[src/dwhc_pkg.sv]
`timescale 1ns / 1ps
// shared constants and types for the dictionary word hit counter
// no dependencies; imported by every module of the block

package dwhc_pkg;

    // dictionary geometry (word bytes must be a power of two: slot and byte form the address)
    localparam int WORD_SLOTS  = 65536;
    localparam int WORD_BYTES  = 64;
    localparam int SLOT_W      = $clog2(WORD_SLOTS);
    localparam int COUNT_W     = $clog2(WORD_SLOTS + 1);
    localparam int POS_W       = $clog2(WORD_BYTES);
    localparam int LOADPOS_W   = $clog2(WORD_BYTES + 1);
    localparam int DICT_ADDR_W = SLOT_W + POS_W;
    localparam int DICT_DEPTH  = WORD_SLOTS * WORD_BYTES;

    // result and text constants
    localparam int          HIT_W     = 16;
    localparam logic [7:0]  SEPARATOR = 8'd32;
    localparam logic [7:0]  NUL_CHAR  = 8'd0;

    // queue between front and back
    localparam int QUEUE_DEPTH = 4;
    localparam int QPTR_W      = $clog2(QUEUE_DEPTH);
    localparam int QCNT_W      = $clog2(QUEUE_DEPTH + 1);

    // input item commands
    localparam logic CMD_DICT = 1'b0;
    localparam logic CMD_TEXT = 1'b1;

    // operation kinds handed to the back end
    typedef enum logic [1:0] {
        OP_DICT,
        OP_APPEND,
        OP_FINISH,
        OP_NONE
    } t_op_kind;

    // one queued operation; last ends a dictionary word or the message
    typedef struct packed {
        t_op_kind   kind;
        logic [7:0] ch;
        logic       last;
    } t_op;

endpackage

[src/dwhc_front.sv]
`timescale 1ns / 1ps
// front end: takes input items, classifies them into queue operations
// depends on dwhc_pkg; feeds dwhc_queue

module dwhc_front import dwhc_pkg::*; (
    input  logic       i_clk,
    input  logic       i_rst_n,
    input  logic       i_accept,
    input  logic       i_cmd,
    input  logic [7:0] i_char_code,
    input  logic       i_last,
    output logic       o_push,
    output t_op        o_op
);

    logic r_text_ended;
    logic n_text_ended;

    // classify the item
    always_comb begin
        o_op.ch   = i_char_code;
        o_op.last = i_last;
        if (i_cmd == CMD_DICT) begin
            o_op.kind = OP_DICT;
        end else if (r_text_ended) begin
            o_op.kind = OP_NONE;
        end else if (i_char_code == NUL_CHAR || i_char_code == SEPARATOR) begin
            o_op.kind = OP_FINISH;
        end else begin
            o_op.kind = OP_APPEND;
        end
        // ignored text bytes only matter when they end the message
        o_push = i_accept && (o_op.kind != OP_NONE || i_last);
    end

    // track a zero byte that ends the text early
    always_comb begin
        n_text_ended = r_text_ended;
        if (i_accept && i_cmd == CMD_TEXT) begin
            if (i_last) begin
                n_text_ended = 1'b0;
            end else if (i_char_code == NUL_CHAR) begin
                n_text_ended = 1'b1;
            end
        end
    end

    always_ff @(posedge i_clk) begin
        if (!i_rst_n) begin
            r_text_ended <= 1'b0;
        end else begin
            r_text_ended <= n_text_ended;
        end
    end

endmodule

[config.mk]
export PLATFORM = sky130hd
export DESIGN_NAME = dwhc_front
export DESIGN_NICKNAME = d
export VERILOG_FILES = /design/src/dwhc_pkg.sv /design/src/dwhc_front.sv
export SDC_FILE = /design/constraint.sdc
export NUM_CORES = 1
export LEC_CHECK = 0
export ABC_CLOCK_PERIOD_IN_PS = 800
export BUFFER_PORTS_ARGS = -buffer_cell sky130_fd_sc_hd__clkbuf_2
export CAP_MARGIN = 20
export CORE_AREA = 2 2 39 41
export DETAILED_ROUTE_END_ITERATION = 12
export DIE_AREA = 0 0 41 43
export GPL_TIMING_DRIVEN = 0
export PLACE_DENSITY = 0.38
export SLEW_MARGIN = 20
export SYNTH_ARGS = -nofsm -noshare
export SYNTH_HDL_FRONTEND = slang
export SYNTH_SLANG_ARGS = --single-unit
[constraint.sdc]
create_clock -name i_clk -period 0.8 [get_ports i_clk]
set_input_delay 0.04 -clock i_clk [delete_from_list [all_inputs] [get_ports i_clk]]
set_output_delay 0.04 -clock i_clk [all_outputs]
set_load 0.05 [all_outputs]
==> flow_summary.yaml, run 1 <==
drt:
  drtIter0Drc: 0
  drcViolationCount: 0
  wl_per_cell_microns: 8.42
  drt-total-wl_microns: 539
  drt_first_pass_iters: 1
  routed-via-count: 243
  vias_per_cell: 3.80
  postRouteAntennaNets: 0
worst_setup_path:
  worstSetupPathType: "input pin to output pin"
  worstSetupEndpointType: "output pin"
  worst-path-max-fanout: 2
  crit_chain: "buf_6 > nor4_4 > a21oi_2 > nor2_4 > buf_8"
  critPathSlowestCell: "nor4_4"
  crit_family: "simple AND/OR/NAND/NOR gates"
  startpoint_type: "input pin"
  crit_buf_inv: 2
  slowest_delay_ps: 320
  worstPathArrival_ps: 840
  cp.required_ps: 760
sta:
  finalCriticalPeriod_ps: 885
  finalSetupTns_ps: -164
  fmax_mhz: 1130
  finalClockSkew_ps: 0
  drv_slew: 0
  fin_ws_ps: -84.5
  period_share_pct: 111
  max_slew_margin_pct: 81.8
  grt_setup_unrepaired: "true"
  hold_viol: 0
  tightestPinTransition_ps: 271
  whs_ps: 276
  setup_viol: 4
cells_and_area:
  multiInputGateArea_sq_um: 106
  regMostFlops: "r_text_ended"
  largest_register_ffs: 1
  fin_nets: 63
  area_delta_synth_final_pct: 140
  num-fill-cells: 159
  diodes: 0
  final_core_util_pct: 28.7
  fin_area_sq_um: 397
  post_layout_nonfiller_instances: 64
  seq_area_sq_um: 21.3
  drive_gt1_share_pct: 89.6
  reg_top3: "r_text_ended x1"
floorplan:
  die_x_microns: 41
  core_area_sq_mm: 0.00138
  rows: 14
  die_area_sq_mm: 0.00176
  start_util_pct: 11.9
  ios: 25
  die_h_microns: 43
logic_synthesis:
  synthAdderAreaFrac_pct: 0
  yosysTopAreaCell: "buf_4"
  ys_warn_count: 0
  synthMuxAreaShare_pct: 0
  ys_top_cells_by_area: "buf_4 41%, dfxtp_1 12%, a31oi_1 7.6%, nor4_2 7.6%, inv_1 6.8%"
  synth_compound_area_share_pct: 15.9
  syn-mean-instance-area_sq_um: 7.18
  synth_top_area_share_pct: 40.9
  synth_cell_types: 12
  yosysSeqAreaShare_pct: 12.1
  syn_nets: 36
  synth_top_family_by_area: "buffers and inverters"
  synth-xor-area-share_pct: 0
  synth-simple-area-share_pct: 24.2
  synthCells: 23
  synthesis.area_sq_um: 165
  ys_ff_latch: 1
run_status:
  violations: "setup timing"
  status: "complete, but fails checks"
global_route:
  grt_pass1_wl_microns: 786
  grt_antenna_before_repair: 0
  grtUsageTotal_pct: 5.90
  grt_max_degree: 4
  first_global_vias: 224
  grt-ovfl-total: 0
power_and_ir_drop:
  switchingPower_uw: 160
  p_per_area_mw_per_mm2: 775
  intPower_uw: 147
  p_seq_share_pct: 16.6
  power_uw: 307
  comb_power_share_pct: 83.4
  irDropWorstVdd_uv: 211
  swShare_pct: 52.1
  power_frac_clock_pct: 0
  p_leak_nw: 0.206
clock_tree:
  clk_pin_slew_ps: 0
  clk_latency_ps: 0
  hold_buffers: 0
placed_design:
  dpl-instance-area_sq_um: 320
  pre_cts_ws_ps: -321
  dpl.cell_count: 63
  dp_hpwl_microns: 450
  port-buffer-count: 24
  place_congestion: 0.610
worst_hold_path:
  hp-class: "input pin to flip-flop"
flow_run:
  drv_cap: 0
==> path summary, 6_finish.rpt <==
path / slack (ps) / start / depth (start not counted) / endpoint
worst max-delay path: -80 / i_char_code[2] / 5 / o_op[10]
worst min-delay path: 280 / i_rst_n / 3 / r_text_ended
worst max register to register: -10 / r_text_ended / 3 / r_text_ended
worst min register to register: 610 / r_text_ended / 3 / r_text_ended
==> synthesized netlist by cell type <==
cell and number:
nand3_1 1, buf_4 9, nand2_1 1, nor3_2 1
inv_1 3, a31oi_1 2, a21oi_1 1, dfxtp_1 1
nor2_1 1, o31a_1 1, nor3_1 1, nor4_2 1
==> final cells by class <==
type | instances | area share [%]
Buffer | 9 | 17.0
Multi-Input combinational cell | 10 | 26.8
Tap cell | 16 | 5.05
Inverter | 3 | 2.84
Timing Repair Buffer | 25 | 42.9
Sequential cell | 1 | 5.36
==> power groups by stage <==
stage	sequential (mW)	clock (mW)	combinational, mW
floorplan	0.0509	0	0.161
global placement	0.0509	0	0.227
detailed placement	0.0509	0	0.226
CTS	0.0509	0	0.244
global route	0.0509	0	0.274
finish	0.0509	0	0.256
==> worst register-to-register path, stage by stage (launching register included) <==
cell     delay [ps]
dfxtp_2         300
buf_4           130
a21oi_2         180
nor3_2           70
==> logic make-up (layout without fill, tap and decap cells) <==
kind of cell    count (synthesis)  after routing
buf+inv                        12             37
simple gates                    6              6
compound gates                  4              4
flops                           1              1
==> cell usage in the layout (no fill, tap or decap) <==
cell / instances
clkbuf_2: 19
buf_4: 10
buf_8: 3
inv_1: 2
nor3_2: 2
buf_6: 2
nor4_4: 1
a21oi_2: 1
nor2_4: 1
inv_2: 1
a31oi_2: 1
o31a_4: 1
nand3_1: 1
nand2_1: 1
a31oi_1: 1
dfxtp_2: 1
==> routing by layer <==
layer	vias to the layer above	GRT usage [%]	part of all wire, %
met5	-	0	0
met4	0	0	0
met3	0	0	18
met2	21	12.2	50
met1	102	6.35	31
li1	120	-	-
==> repair_timing <==
action / CTS / global route
buffers inserted: 1 / 0
resized for setup: 11 / 10
endpoints found under the setup margin: 4 / 4
cloned: 0 / 0
pin swaps: 1 / 4
(Power assumes the default switching activity.)
==> run 2: changes to the inputs <==
--- a/constraint.sdc
+++ b/constraint.sdc
@@ -3,2 +3,2 @@
 set_output_delay 0.04 -clock i_clk [all_outputs]
-set_load 0.05 [all_outputs]
+set_load 0.01 [all_outputs]
==> flow_summary.yaml, run 2 (synthesis results as in run 1) <==
placed_design:
  pre_cts_ws_ps: -118
  port-buffer-count: 24
  dp_hpwl_microns: 407
  dpl-instance-area_sq_um: 305
  place_congestion: 0.615
cells_and_area:
  fin_area_sq_um: 343
  fin_nets: 63
  diodes: 0
  reg_top3: "r_text_ended x1"
  drive_gt1_share_pct: 79.2
  area_delta_synth_final_pct: 108
  largest_register_ffs: 1
  regMostFlops: "r_text_ended"
  num-fill-cells: 160
  mostFrequentLayoutCell: "clkbuf_2"
  final_cell_mix: "20 x clkbuf_2, 10 x buf_4, 3 x inv_1"
worst_setup_path:
  crit_chain: "buf_8 > nor4_4 > a21oi_2 > nor2_1 > buf_2"
  critPathSlowestCell: "nor4_4"
  worstSetupEndpointType: "output pin"
  cp.required_ps: 760
  worst-path-max-fanout: 2
  crit_family: "simple AND/OR/NAND/NOR gates"
  startpoint_type: "input pin"
  slowest_delay_ps: 310
  crit_buf_inv: 2
  rrSetupSlack_ps: 40
  worstPathArrival_ps: 800
  worstSetupPathType: "input pin to output pin"
sta:
  fin_ws_ps: -40.5
  finalCriticalPeriod_ps: 840
  hold_viol: 0
  period_share_pct: 105
  max_slew_margin_pct: 78.7
  finalClockSkew_ps: 0
  whs_ps: 271
  tightestPinTransition_ps: 317
  setup_viol: 1
  drv_slew: 0
  grt_setup_unrepaired: "true"
  fmax_mhz: 1190
floorplan:
  ios: 25
  die_h_microns: 43
  rows: 14
  start_util_pct: 11.9
  die_area_sq_mm: 0.00176
  die_x_microns: 41
  core_area_sq_mm: 0.00138
drt:
  drt-total-wl_microns: 445
  routed-via-count: 229
  wl_met2_microns: 229
  vias_per_cell: 3.58
  wl_per_cell_microns: 6.95
  drtIter0Drc: 2
  m1WireLength_microns: 177
  drt_first_pass_iters: 4
  drcViolationCount: 0
  highest-signal-layer: "met3"
  postRouteAntennaNets: 0
  route.met3.wl_microns: 37
worst_hold_path:
  hp-class: "input pin to flip-flop"
clock_tree:
  clk_latency_ps: 0
  clk_pin_slew_ps: 0
  hold_buffers: 0
run_status:
  status: "complete, but fails checks"
  violations: "setup timing"
global_route:
  grt-ovfl-total: 0
  grtUsageTotal_pct: 4.30
  grt_max_degree: 4
  grt_pass1_wl_microns: 579
  first_global_vias: 171
  grt_antenna_before_repair: 0
power_and_ir_drop:
  irDropWorstVdd_uv: 182
  p_leak_nw: 0.190
  p_per_area_mw_per_mm2: 566
flow_run:
  drv_cap: 0
run 2: per-layer routing:
metal | GRT usage (%) | vias to the layer above
met2 | 8.44 | 10
met1 | 5.08 | 100
met5 | 0 | -
met3 | 0 | 0
met4 | 0 | 0
li1 | - | 119
run 2: what timing repair did:
item | in CTS | in global routing
pin swaps | 2 | 4
endpoints found under the setup margin | 3 | 4
gates resized for setup | 3 | 9
buffers inserted | 1 | 0
run 2: cell type report:
class | instances | area (sq um) | share of cell area (%)
timing repair buffer | 25 | 144 | 42.0
multi-input combinational | 10 | 78.8 | 23.0
buffer | 9 | 67.6 | 19.7
sequential | 1 | 21.3 | 6.20
tap | 16 | 20.0 | 5.84
inverter | 3 | 11.3 | 3.28
run 2: stage by stage:
stage               setup TNS [ps]  instances  power (mW)  utilization [%]
CTS                          -93.2         64       0.189             23.6
floorplan                        0         23       0.115                -
finish                       -40.5         64       0.194             24.8
global route                  -162         64       0.208             24.8
global placement              -266         63       0.183             22.1
detailed placement            -259         63       0.183             22.1
run 2: final timing paths:
| check | cells past startpoint | from | end |
|---|---|---|---|
| setup reg to reg | 3 | r_text_ended | r_text_ended |
| hold / removal | 3 | i_rst_n | r_text_ended |
| setup / recovery | 5 | i_char_code[7] | o_op[10] |
| hold reg to reg | 3 | r_text_ended | r_text_ended |
run 2: report_power, final:
part	total [mW]	switching (mW)	internal [mW]
registers	0.0509	0.0000151	0.0509
clock network	0	0	0
logic	0.143	0.0600	0.0833
total	0.194	0.0600	0.134
run 2: worst min-delay path, stage by stage:
cell      delay, ps
clkbuf_2         80
nand2_1          60
nor3_2           40
==> run 3: changes to the inputs <==
- SETUP_SLACK_MARGIN: default -> 0.4
==> flow_summary.yaml, run 3 (synthesis results as in run 1) <==
run_status:
  status: "complete, but fails checks"
  violations: "setup timing"
worst_setup_path:
  rrSetupSlack_ps: 140
  startpoint_type: "input pin"
  worstPathArrival_ps: 780
  timing.rr.start: "r_text_ended"
  regToRegEndpoint: "r_text_ended"
  worstSetupPathType: "input pin to output pin"
  reg2regPathDepth: 2
  worstSetupEndpointType: "output pin"
  worst-path-max-fanout: 2
  cp.required_ps: 760
placed_design:
  dp_hpwl_microns: 434
  port-buffer-count: 24
  place_congestion: 0.554
  dpl-instance-area_sq_um: 315
  pre_cts_ws_ps: -76.9
  dpl.cell_count: 63
drt:
  drcViolationCount: 0
  drt-total-wl_microns: 608
  drtIter0Drc: 0
  wl_per_cell_microns: 9.35
  routed-via-count: 247
  drt_first_pass_iters: 1
  vias_per_cell: 3.80
  postRouteAntennaNets: 0
global_route:
  grt_max_degree: 4
  first_global_vias: 189
  grt_pass1_wl_microns: 724
  grt_antenna_before_repair: 0
  grt-ovfl-total: 0
  grtUsageTotal_pct: 5.40
sta:
  period_share_pct: 103
  grt_setup_unrepaired: "true"
  finalClockSkew_ps: 0
  finalSetupTns_ps: -24.2
  fin_ws_ps: -24.2
  tightestPinTransition_ps: 254
  fmax_mhz: 1210
  finalCriticalPeriod_ps: 824
  setup_viol: 1
  whs_ps: 265
  hold_viol: 0
  drv_slew: 0
  max_slew_margin_pct: 83.0
floorplan:
  ios: 25
  die_area_sq_mm: 0.00176
  core_area_sq_mm: 0.00138
  die_h_microns: 43
  rows: 14
  start_util_pct: 11.9
  die_x_microns: 41
cells_and_area:
  reg_top3: "r_text_ended x1"
  seq_area_sq_um: 23.8
  largest_register_ffs: 1
  mostFrequentLayoutCell: "buf_6"
  fin_area_sq_um: 487
  final_cell_mix: "20 x buf_6, 6 x clkbuf_2, 4 x buf_8"
  area_delta_synth_final_pct: 195
  drive_gt1_share_pct: 83.7
  post_layout_nonfiller_instances: 65
  fin_nets: 64
  num-fill-cells: 148
  regMostFlops: "r_text_ended"
  final_core_util_pct: 35.2
  diodes: 0
  multiInputGateArea_sq_um: 83.8
power_and_ir_drop:
  power_uw: 273
  irDropWorstVdd_uv: 237
  p_leak_nw: 0.236
  p_per_area_mw_per_mm2: 561
clock_tree:
  clk_latency_ps: 0
  hold_buffers: 0
  clk_pin_slew_ps: 0
flow_run:
  drv_cap: 0
worst_hold_path:
  min_from: "i_rst_n"
  hold_depth: 3
  hp-class: "input pin to flip-flop"
  min_delay_worst_endpoint: "r_text_ended"
-- run 3: how the worst max path moves through the flow --
stage / start / cells after the start / end
3_5_place_dp: i_char_code[7] / 5 / o_op[10]
2_1_floorplan: r_text_ended / 2 / o_push
4_1_cts: i_char_code[2] / 5 / o_op[10]
5_1_grt: i_char_code[7] / 5 / o_op[10]
6_report: i_char_code[7] / 5 / o_op[10]
3_3_place_gp: i_char_code[7] / 5 / o_op[10]
-- run 3: power breakdown --
group / internal, mW / switching (mW)
sequential: 0.0476 / 0.0000311
combinational: 0.151 / 0.0746
clock: 0 / 0
-- run 3: what timing repair did --
item	in CTS	in global routing
gates resized for setup	19	25
cloned	0	0
pin swaps	4	4
hold endpoints to repair	0	0
setup endpoints to repair	12	13
buffers inserted	1	1
-- run 3: critical path, cell delays in order --
cell and delay, ps:
buf_8 100, nor4_4 310, a21oi_2 110, nor2_1 100, buf_2 130
-- run 3: layer usage --
| layer | GRT usage (%) | part of all wire, % | vias up |
|---|---|---|---|
| met5 | 0 | 0 | - |
| met4 | 0 | 0 | 0 |
| met3 | 0.524 | 10 | 0 |
| met2 | 10.0 | 59 | 13 |
| met1 | 6.67 | 31 | 111 |
| li1 | - | - | 123 |
-- run 3: layout make-up --
type / count / share of cell area, %
timing repair buffer: 26 / 52.2
buffer: 9 / 19.3
multi-input combinational: 10 / 17.2
sequential: 1 / 4.88
tap: 16 / 4.11
inverter: 3 / 2.31
