==> src/dwhc_pkg.sv <==
`timescale 1ns / 1ps
// shared constants and types for the dictionary word hit counter
// no dependencies; imported by every module of the block

package dwhc_pkg;

    // dictionary geometry (word bytes must be a power of two: slot and byte form the address)
    localparam int WORD_SLOTS  = 65536;
    localparam int WORD_BYTES  = 64;
    localparam int SLOT_W      = $clog2(WORD_SLOTS);
    localparam int COUNT_W     = $clog2(WORD_SLOTS + 1);
    localparam int POS_W       = $clog2(WORD_BYTES);
    localparam int LOADPOS_W   = $clog2(WORD_BYTES + 1);
    localparam int DICT_ADDR_W = SLOT_W + POS_W;
    localparam int DICT_DEPTH  = WORD_SLOTS * WORD_BYTES;

    // result and text constants
    localparam int          HIT_W     = 16;
    localparam logic [7:0]  SEPARATOR = 8'd32;
    localparam logic [7:0]  NUL_CHAR  = 8'd0;

    // queue between front and back
    localparam int QUEUE_DEPTH = 4;
    localparam int QPTR_W      = $clog2(QUEUE_DEPTH);
    localparam int QCNT_W      = $clog2(QUEUE_DEPTH + 1);

    // input item commands
    localparam logic CMD_DICT = 1'b0;
    localparam logic CMD_TEXT = 1'b1;

    // operation kinds handed to the back end
    typedef enum logic [1:0] {
        OP_DICT,
        OP_APPEND,
        OP_FINISH,
        OP_NONE
    } t_op_kind;

    // one queued operation; last ends a dictionary word or the message
    typedef struct packed {
        t_op_kind   kind;
        logic [7:0] ch;
        logic       last;
    } t_op;

endpackage

==> src/dwhc_queue.sv <==
`timescale 1ns / 1ps
// short fifo of operations between the front and back ends
// depends on dwhc_pkg

module dwhc_queue import dwhc_pkg::*; (
    input  logic i_clk,
    input  logic i_rst_n,
    input  logic i_push,
    input  t_op  i_op,
    input  logic i_pop,
    output logic o_full,
    output logic o_not_empty,
    output t_op  o_head
);

    t_op               r_slot [QUEUE_DEPTH];
    logic [QPTR_W-1:0] r_wr_ptr;
    logic [QPTR_W-1:0] r_rd_ptr;
    logic [QCNT_W-1:0] r_count;
    logic [QPTR_W-1:0] n_wr_ptr;
    logic [QPTR_W-1:0] n_rd_ptr;
    logic [QCNT_W-1:0] n_count;

    assign o_full      = (r_count == QCNT_W'(QUEUE_DEPTH));
    assign o_not_empty = (r_count != '0);
    assign o_head      = r_slot[r_rd_ptr];

    // pointer and fill count update
    always_comb begin
        n_wr_ptr = r_wr_ptr;
        n_rd_ptr = r_rd_ptr;
        n_count  = r_count;
        if (i_push) begin
            n_wr_ptr = r_wr_ptr + 1'b1;
        end
        if (i_pop) begin
            n_rd_ptr = r_rd_ptr + 1'b1;
        end
        if (i_push && !i_pop) begin
            n_count = r_count + 1'b1;
        end else if (!i_push && i_pop) begin
            n_count = r_count - 1'b1;
        end
    end

    always_ff @(posedge i_clk) begin
        if (!i_rst_n) begin
            r_wr_ptr <= '0;
            r_rd_ptr <= '0;
            r_count  <= '0;
        end else begin
            r_wr_ptr <= n_wr_ptr;
            r_rd_ptr <= n_rd_ptr;
            r_count  <= n_count;
        end
    end

    // item storage
    always_ff @(posedge i_clk) begin
        if (i_push) begin
            r_slot[r_wr_ptr] <= i_op;
        end
    end

endmodule

==> config.mk <==
export PLATFORM = sky130hd
export DESIGN_NAME = dwhc_queue
export DESIGN_NICKNAME = d
export VERILOG_FILES = /design/src/dwhc_pkg.sv /design/src/dwhc_queue.sv
export SDC_FILE = /design/constraint.sdc
export NUM_CORES = 1
export LEC_CHECK = 0
export BUFFER_PORTS_ARGS = -buffer_cell sky130_fd_sc_hd__buf_2
export CAP_MARGIN = 10
export CORE_ASPECT_RATIO = 0.7
export CORE_UTILIZATION = 53
export CTS_BUF_LIST = sky130_fd_sc_hd__clkbuf_4 sky130_fd_sc_hd__clkbuf_8
export DETAILED_ROUTE_END_ITERATION = 8
export HOLD_SLACK_MARGIN = 0.02
export PLACE_DENSITY = 0.77
export SLEW_MARGIN = 20
export SYNTH_ARGS = -nofsm -noshare
export SYNTH_HDL_FRONTEND = slang
export SYNTH_SLANG_ARGS = --single-unit
export TNS_END_PERCENT = 10
==> constraint.sdc <==
create_clock -name i_clk -period 1.3 [get_ports i_clk]
set_input_delay 0.065 -clock i_clk [delete_from_list [all_inputs] [get_ports i_clk]]
set_output_delay 0.065 -clock i_clk [all_outputs]
set_load 0.01 [all_outputs]
==> summary.md, run 1 <==
• **source-to-sink clock delay at the later pin of the worst-skew pair** 0.30 ns
• **leading cell type in the layout, fill and taps excluded** sky130_fd_sc_hd__edfxtp_1
• **overflow left after global routing** 0
• **yosys synthesis warning count** 0
• **placer's final routability congestion estimate** 0.703
• **die outline height** 53.9 um
• **violated checks** setup timing
• **initial core utilization** 56.5%
• **wire length of the first global-routing pass** 5.04 mm
• **via count** 1042
• **number of instances in the synthesized netlist** 100
• **filler instances** 233
• **critical path type** flip-flop to output port
• **post-route insts no fill** 204
• **global router's overall resource usage** 18.0%
• **post-CTS setup repair buffer count** 0
• **syn nets** 121
• **pwr/cell area** 1400 mW/mm2
• **unrepaired setup endpoints after global routing** true
• **Crit Path Max Fanout** 6
• **clk slew on worst S/H paths** 0.09 ns
• **footprint of the flip-flops and latches** 0.00151 mm2
• **post-synthesis sequential area ratio** 73.8%
• **netlist area before placement** 0.00204 mm2
• **clock tree sinks** 53
• **final setup margin** -0.225 ns
• **CTS H-Tree Depth** 2
• **largest cells by area after synthesis** sky130_fd_sc_hd__edfxtp_1 65%, sky130_fd_sc_hd__mux4_2 11%, sky130_fd_sc_hd__dfxtp_1 8.9%, sky130_fd_sc_hd__ha_1 3.1%, sky130_fd_sc_hd__and2_1 2.8%
• **first-pass detailed-route iteration total** 4
• **post-route clock skew** 0.00630 ns
• **number of maximum-capacitance violations** 0
• **Hold Crit Class** input port to flip-flop
• **total die area** 0.00410 mm2
• **number of global-route vias before repair** 1088
• **drt first-iter violations** 33
• **clock buffer depth** 2
• **routed vias/inst** 5.11
• **core footprint** 0.00360 mm2
• **top-area cell type share of the netlist area** 64.9%
• **worst slew slack as a fraction of its limit** 78.5%
• **Required @ worst endpoint** 1.24 ns
• **FMAX** 0.656 GHz
• **Final period util** 117%
• **Power, Total** 3590 uW
• **pre-CTS worst setup slack** -0.265 ns
• **Slew @ Worst Pin** 0.322 ns
• **number of antenna violations at the first check in global routing** 0
• **half-perimeter wire length of the detailed placement result** 2.26 mm
• **critical path data arrival time** 1.46 ns
• **number of distinct library cells after synthesis** 19
• **number of remaining DRC errors** 0
• **pin count of the biggest net entering global routing** 17
• **antenna diode count** 0
• **total I/O pin count** 28
• **Hold Slack** 0.0588 ns
• **Multi-input gate area** 510 um2
• **Seq cells post-synth** 53
• **aggregate routed wire length** 3.30 mm
• **Max Slew Vio Count** 0
• **status** finished with violations
• **leakage power figure** 0.000942 uW
• **Antenna Nets Post-Route** 0
• **clock tree root buffer cell** sky130_fd_sc_hd__clkbuf_8
• **dpl cells** 185
• **die extent in x** 76.1 um
• **std cell rows** 18
• **Port Buffers** 27
• **Hold Vio Cnt, Final** 0
• **worst IR drop on VDD** 0.896 mV
• **proportion of layout cells with a drive suffix above 1** 41.6%
• **net count of the finished layout** 174
• **TritonCTS clock tree** built
• **Worst setup SP type** flip-flop
• **dominant cell type by area after synthesis** sky130_fd_sc_hd__edfxtp_1
• **CTS Buf Count** 5
• **average wire per standard cell** 16.2 um
• **type of destination of the critical path** output port
• **Setup-failing EPs final** 13
• **Layout area overhead** 25.9%
• **most used cells in the layout excluding fill and tap cells** 44 x sky130_fd_sc_hd__edfxtp_1, 23 x sky130_fd_sc_hd__buf_2, 11 x sky130_fd_sc_hd__mux4_2, 11 x sky130_fd_sc_hd__dlygate4sd3_1, 7 x sky130_fd_sc_hd__buf_4
• **synthesized area divided by synthesized cell count** 20.4 um2
• **minimum clock period after layout** 1.52 ns
-- critical path, stage by stage, from the launching register on --
cell and delay, ns:
sky130_fd_sc_hd__dfxtp_2 0.36, sky130_fd_sc_hd__buf_8 0.14, sky130_fd_sc_hd__mux4_2 0.52, sky130_fd_sc_hd__buf_6 0.14
-- flip-flops by register name, summed over array words and instances (netlist names), named ones only --
name and flops:
r_rd_ptr 2, r_count 3, r_slot 44, r_wr_ptr 2
-- kinds of logic (layout without fill, tap and decap cells) --
| logic type | after synthesis | after routing | share of synthesized area [%] |
|---|---|---|---|
| AO/OA/AOI/OAI | 2 | 2 | 0.615 |
| XOR/XNOR | 5 | 5 | 2.15 |
| adder cells (fa/ha/maj) | 6 | 6 | 4.06 |
| buffers and inverters | 6 | 60 | 1.54 |
| flip-flops | 53 | 53 | 73.8 |
| multiplexers | 13 | 13 | 13.3 |
| AND/OR/NAND/NOR | 15 | 15 | 4.55 |
-- cell usage after synthesis --
cell	number
sky130_fd_sc_hd__mux4_2	10
sky130_fd_sc_hd__nor3b_1	1
sky130_fd_sc_hd__dfxtp_1	9
sky130_fd_sc_hd__nand2_1	1
sky130_fd_sc_hd__or3_1	2
sky130_fd_sc_hd__buf_6	1
sky130_fd_sc_hd__mux4_1	1
sky130_fd_sc_hd__o21ai_0	1
sky130_fd_sc_hd__a21boi_0	1
sky130_fd_sc_hd__edfxtp_1	44
sky130_fd_sc_hd__mux2i_1	2
sky130_fd_sc_hd__and2_1	9
sky130_fd_sc_hd__buf_2	1
sky130_fd_sc_hd__inv_1	4
sky130_fd_sc_hd__xor2_1	3
sky130_fd_sc_hd__fa_1	1
sky130_fd_sc_hd__ha_1	5
sky130_fd_sc_hd__nor2b_1	2
sky130_fd_sc_hd__xnor2_1	2
-- area by class of cell --
cell class	instances	area share, %
well taps	50	2.44
flip-flops and latches	53	58.7
clock buffers	5	2.68
clock inverters	3	1.61
inverters	4	0.586
repair buffers	48	14.1
multi-input cells	41	19.9
-- where the power goes --
part / total, uW / leakage, uW / switching [uW] / internal (uW)
clock: 1070 / 0.0000518 / 504 / 566
sequential: 1990 / 0.000479 / 43.7 / 1940
combinational: 534 / 0.000411 / 237 / 298
-- stage by stage --
step / area [um2] / setup TNS, ns / util (%)
5_1_grt: 2560 / -3.23 / 71.1
3_5_place_dp: 2300 / -5.33 / 63.8
4_1_cts: 2540 / -2.59 / 70.6
2_1_floorplan: 2040 / -0.00660 / -
3_3_place_gp: 2300 / -3.74 / 63.8
6_report: 2560 / -2.46 / 71.1
-- worst paths after layout --
check                                start           to  slack [ns]  cells past startpoint
worst max-delay path             flip-flop    o_head[0]       -0.22                      3
worst min-delay path               i_rst_n  r_rd_ptr[0]        0.06                      2
worst max register to register  r_count[1]   r_count[2]       -0.06                      4
worst min register to register  r_count[2]   r_count[2]        0.54                      2
-- per-layer routing --
layer	up-vias	share of wire [%]	global-route usage [%]
met2	29	52	32.6
met5	-	0	0
met1	518	41	20.8
met4	0	2.0	9.62
met3	7	4.7	4.58
li1	488	-	-
-- timing repair --
action                                  4_1_cts  5_1_grt
endpoints found under the hold margin        44        0
endpoints found under the setup margin       46       35
pin swaps                                     0        0
gates resized for setup                      11        5
gates cloned                                  0        0
hold buffers                                 11        0
No activity file was read; power rests on OpenSTA's default activity.
==> run 2, diff against run 1 <==
BUFFER_PORTS_ARGS = -buffer_cell sky130_fd_sc_hd__buf_4   (was -buffer_cell sky130_fd_sc_hd__buf_2)
SKIP_LAST_GASP = 1   (was default)
==> run 2 against run 1 <==
Critical path depth did not move. Clock skew rose by 0.0011 ns. Sequential power barely moved. Core utilization rose by 1.6 points. Final cell count did not move. Highest routed layer unchanged. Final area rose by 2.3%. Register-to-register slack got worse by 0.08 ns. Worst hold slack got worse by 0.042 ns. Clock power rose by 4%. The run still ends with setup timing left. Non-clock buffer count did not move. Largest power group unchanged. Sequential cell count did not move.
==> summary.md, run 2 (synthesis gave the netlist of run 1 again) <==
• **Layout area overhead** 28.8%
• **clock tree root buffer cell** sky130_fd_sc_hd__clkbuf_8
• **cell count of the worst reg-to-reg path** 3
• **buffers and inverters on the worst path** 2
• **leakage power figure** 0.000961 uW
• **type of destination of the critical path** output port
• **die extent in x** 76.1 um
• **wire length of the first global-routing pass** 5.29 mm
• **average wire per standard cell** 16.4 um
• **total die area** 0.00410 mm2
• **critical path type** flip-flop to output port
• **Top reg by flops** r_slot
• **final setup margin** -0.230 ns
• **routed vias/inst** 5.06
• **net count of the finished layout** 174
• **cell with the largest stage delay on the worst path** sky130_fd_sc_hd__mux4_2
• **Reg-to-Reg Start** r_wr_ptr[1]
• **drt first-iter violations** 58
• **minimum clock period after layout** 1.53 ns
• **source-to-sink clock delay at the later pin of the worst-skew pair** 0.31 ns
• **largest registers ranked by flip-flop count** r_slot: 44 flops, r_count: 3 flops
• **largest delay contributor family on the critical path** multiplexers
• **status** finished with violations
• **Metal-1 WL** 1.40 mm
• **post-route clock skew** 0.00737 ns
• **clock tree sinks** 53
• **initial core utilization** 56.5%
• **share of total power consumed by net switching** 22.2%
• **core footprint** 0.00360 mm2
• **clock buffer depth** 2
• **std cell rows** 18
• **number of global-route vias before repair** 1109
• **number of antenna violations at the first check in global routing** 0
• **half-perimeter wire length of the detailed placement result** 2.25 mm
• **via count** 1032
• **most used cells in the layout excluding fill and tap cells** 44 x sky130_fd_sc_hd__edfxtp_1, 29 x sky130_fd_sc_hd__buf_4, 11 x sky130_fd_sc_hd__mux4_2, 11 x sky130_fd_sc_hd__dlygate4sd3_1, 9 x sky130_fd_sc_hd__and2_1
• **Worst setup endpoint** o_head[5]
• **worst slew slack as a fraction of its limit** 61.5%
• **max layer used** met4
• **CTS H-Tree Depth** 2
• **TritonCTS clock tree** built
• **Setup-failing EPs final** 46
• **pwr/cell area** 1400 mW/mm2
• **Hold Vio Cnt, Final** 0
• **Worst setup SP type** flip-flop
• **placed standard-cell area** 0.00237 mm2
• **Slew @ Worst Pin** 0.577 ns
• **die outline height** 53.9 um
• **Gate power share** 15.5%
• **CTS Buf Count** 5
• **proportion of layout cells with a drive suffix above 1** 39.6%
• **total I/O pin count** 28
• **number of maximum-capacitance violations** 0
• **internal reg-to-reg setup slack** -0.14 ns
• **clock network fraction of total power** 30.3%
• **pin count of the biggest net entering global routing** 18
• **aggregate routed wire length** 3.34 mm
• **critical path data arrival time** 1.46 ns
• **Flop pwr share** 54.2%
• **first-pass detailed-route iteration total** 4
• **Port Buffers** 27
• **worst IR drop on VDD** 0.997 mV
• **total net switching power** 812 uW
• **leading cell type in the layout, fill and taps excluded** sky130_fd_sc_hd__edfxtp_1
• **Max Slew Vio Count** 0
• **global router's overall resource usage** 19.3%
• **placer's final routability congestion estimate** 0.803
• **cell-by-cell listing of the critical path** buf_8, mux4_2, buf_6
• **Power Internal** 2850 uW
• **max FFs per register** 44
• **met3 WL** 147 um
• **overflow left after global routing** 0
• **clk slew on worst S/H paths** 0.09 ns
• **Hold Crit Class** input port to flip-flop
• **Met2 Wirelength** 1.73 mm
• **RR Endpoint** r_slot[0][9]
• **Final period util** 118%
• **number of remaining DRC errors** 0
• **TNS Setup** -6.43 ns
• **FMAX** 0.654 GHz
• **antenna diode count** 0
• **violated checks** setup timing
• **filler instances** 240
• **CP Depth** 3
• **Antenna Nets Post-Route** 0
• **Crit Path Max Fanout** 6
• **unrepaired setup endpoints after global routing** true
• **Required @ worst endpoint** 1.24 ns
• **summed area of non-filler cells in the final layout** 0.00262 mm2
• **delay of the slowest cell on the worst path** 0.52 ns
-- run 2: cell types whose count changed in the layout (fill, tap and decap cells not counted), moves of 2 or more --
cell,change
sky130_fd_sc_hd__buf_2,-23
sky130_fd_sc_hd__and2_1,+3
sky130_fd_sc_hd__and2_4,-2
sky130_fd_sc_hd__buf_4,+22
-- run 2: worst min path at each step --
stage / start / endpoint / slack, ns / cells after the start
CTS: i_rst_n / r_count[0] / 0.02 / 2
finish: i_rst_n / r_count[0] / 0.02 / 2
floorplan: i_op[0] / r_slot[0][0] / 0.16 / 0
global route: i_rst_n / r_rd_ptr[0] / 0.02 / 2
global placement: i_op[5] / r_slot[1][5] / 0.26 / 1
detailed placement: i_op[5] / r_slot[3][5] / 0.27 / 1
-- run 2: power by group through the flow --
stage               logic (uW)  clock network (uW)  registers (uW)
floorplan                  277                   0            2010
global placement           497                   0            2010
detailed placement         516                   0            2020
CTS                        567                1120            1990
global route               619                1190            2000
finish                     568                1110            1990
-- run 2: layout make-up --
cell class | instances | area (um2) | area share [%]
multi-input cells | 41 | 504 | 19.2
clock inverters | 3 | 46.3 | 1.77
repair buffers | 48 | 422 | 16.1
clock buffers | 5 | 68.8 | 2.62
flip-flops and latches | 53 | 1500 | 57.3
well taps | 50 | 62.6 | 2.39
inverters | 4 | 15.0 | 0.573
-- run 2: layer usage --
metal | track usage (%) | vias to the layer above
met5 | 0 | -
met4 | 11.5 | 0
met3 | 5.59 | 7
met2 | 34.7 | 31
met1 | 21.4 | 507
li1 | - | 487
-- run 2: what timing repair did --
| item | CTS | global route |
|---|---|---|
| gates cloned | 0 | 0 |
| hold endpoints to repair | 44 | 0 |
| endpoints found under the setup margin | 46 | 47 |
| buffers inserted | 0 | 0 |
| hold buffers | 11 | 0 |
| gates resized for setup | 8 | 3 |
-- run 2: metrics by stage --
| stage | std cells | power [uW] | setup slack, ns | hold WS [ns] | util [%] |
|---|---|---|---|---|---|
| 2_1_floorplan | 100 | 2290 | -0.00660 | 0.164 | - |
| 3_3_place_gp | 185 | 2510 | -0.151 | 0.264 | 65.7 |
| 3_5_place_dp | 185 | 2540 | -0.232 | 0.270 | 65.7 |
| 4_1_cts | 204 | 3680 | -0.248 | 0.0204 | 72.5 |
| 5_1_grt | 204 | 3800 | -0.289 | 0.0215 | 72.8 |
| 6_report | 204 | 3660 | -0.230 | 0.0163 | 72.8 |
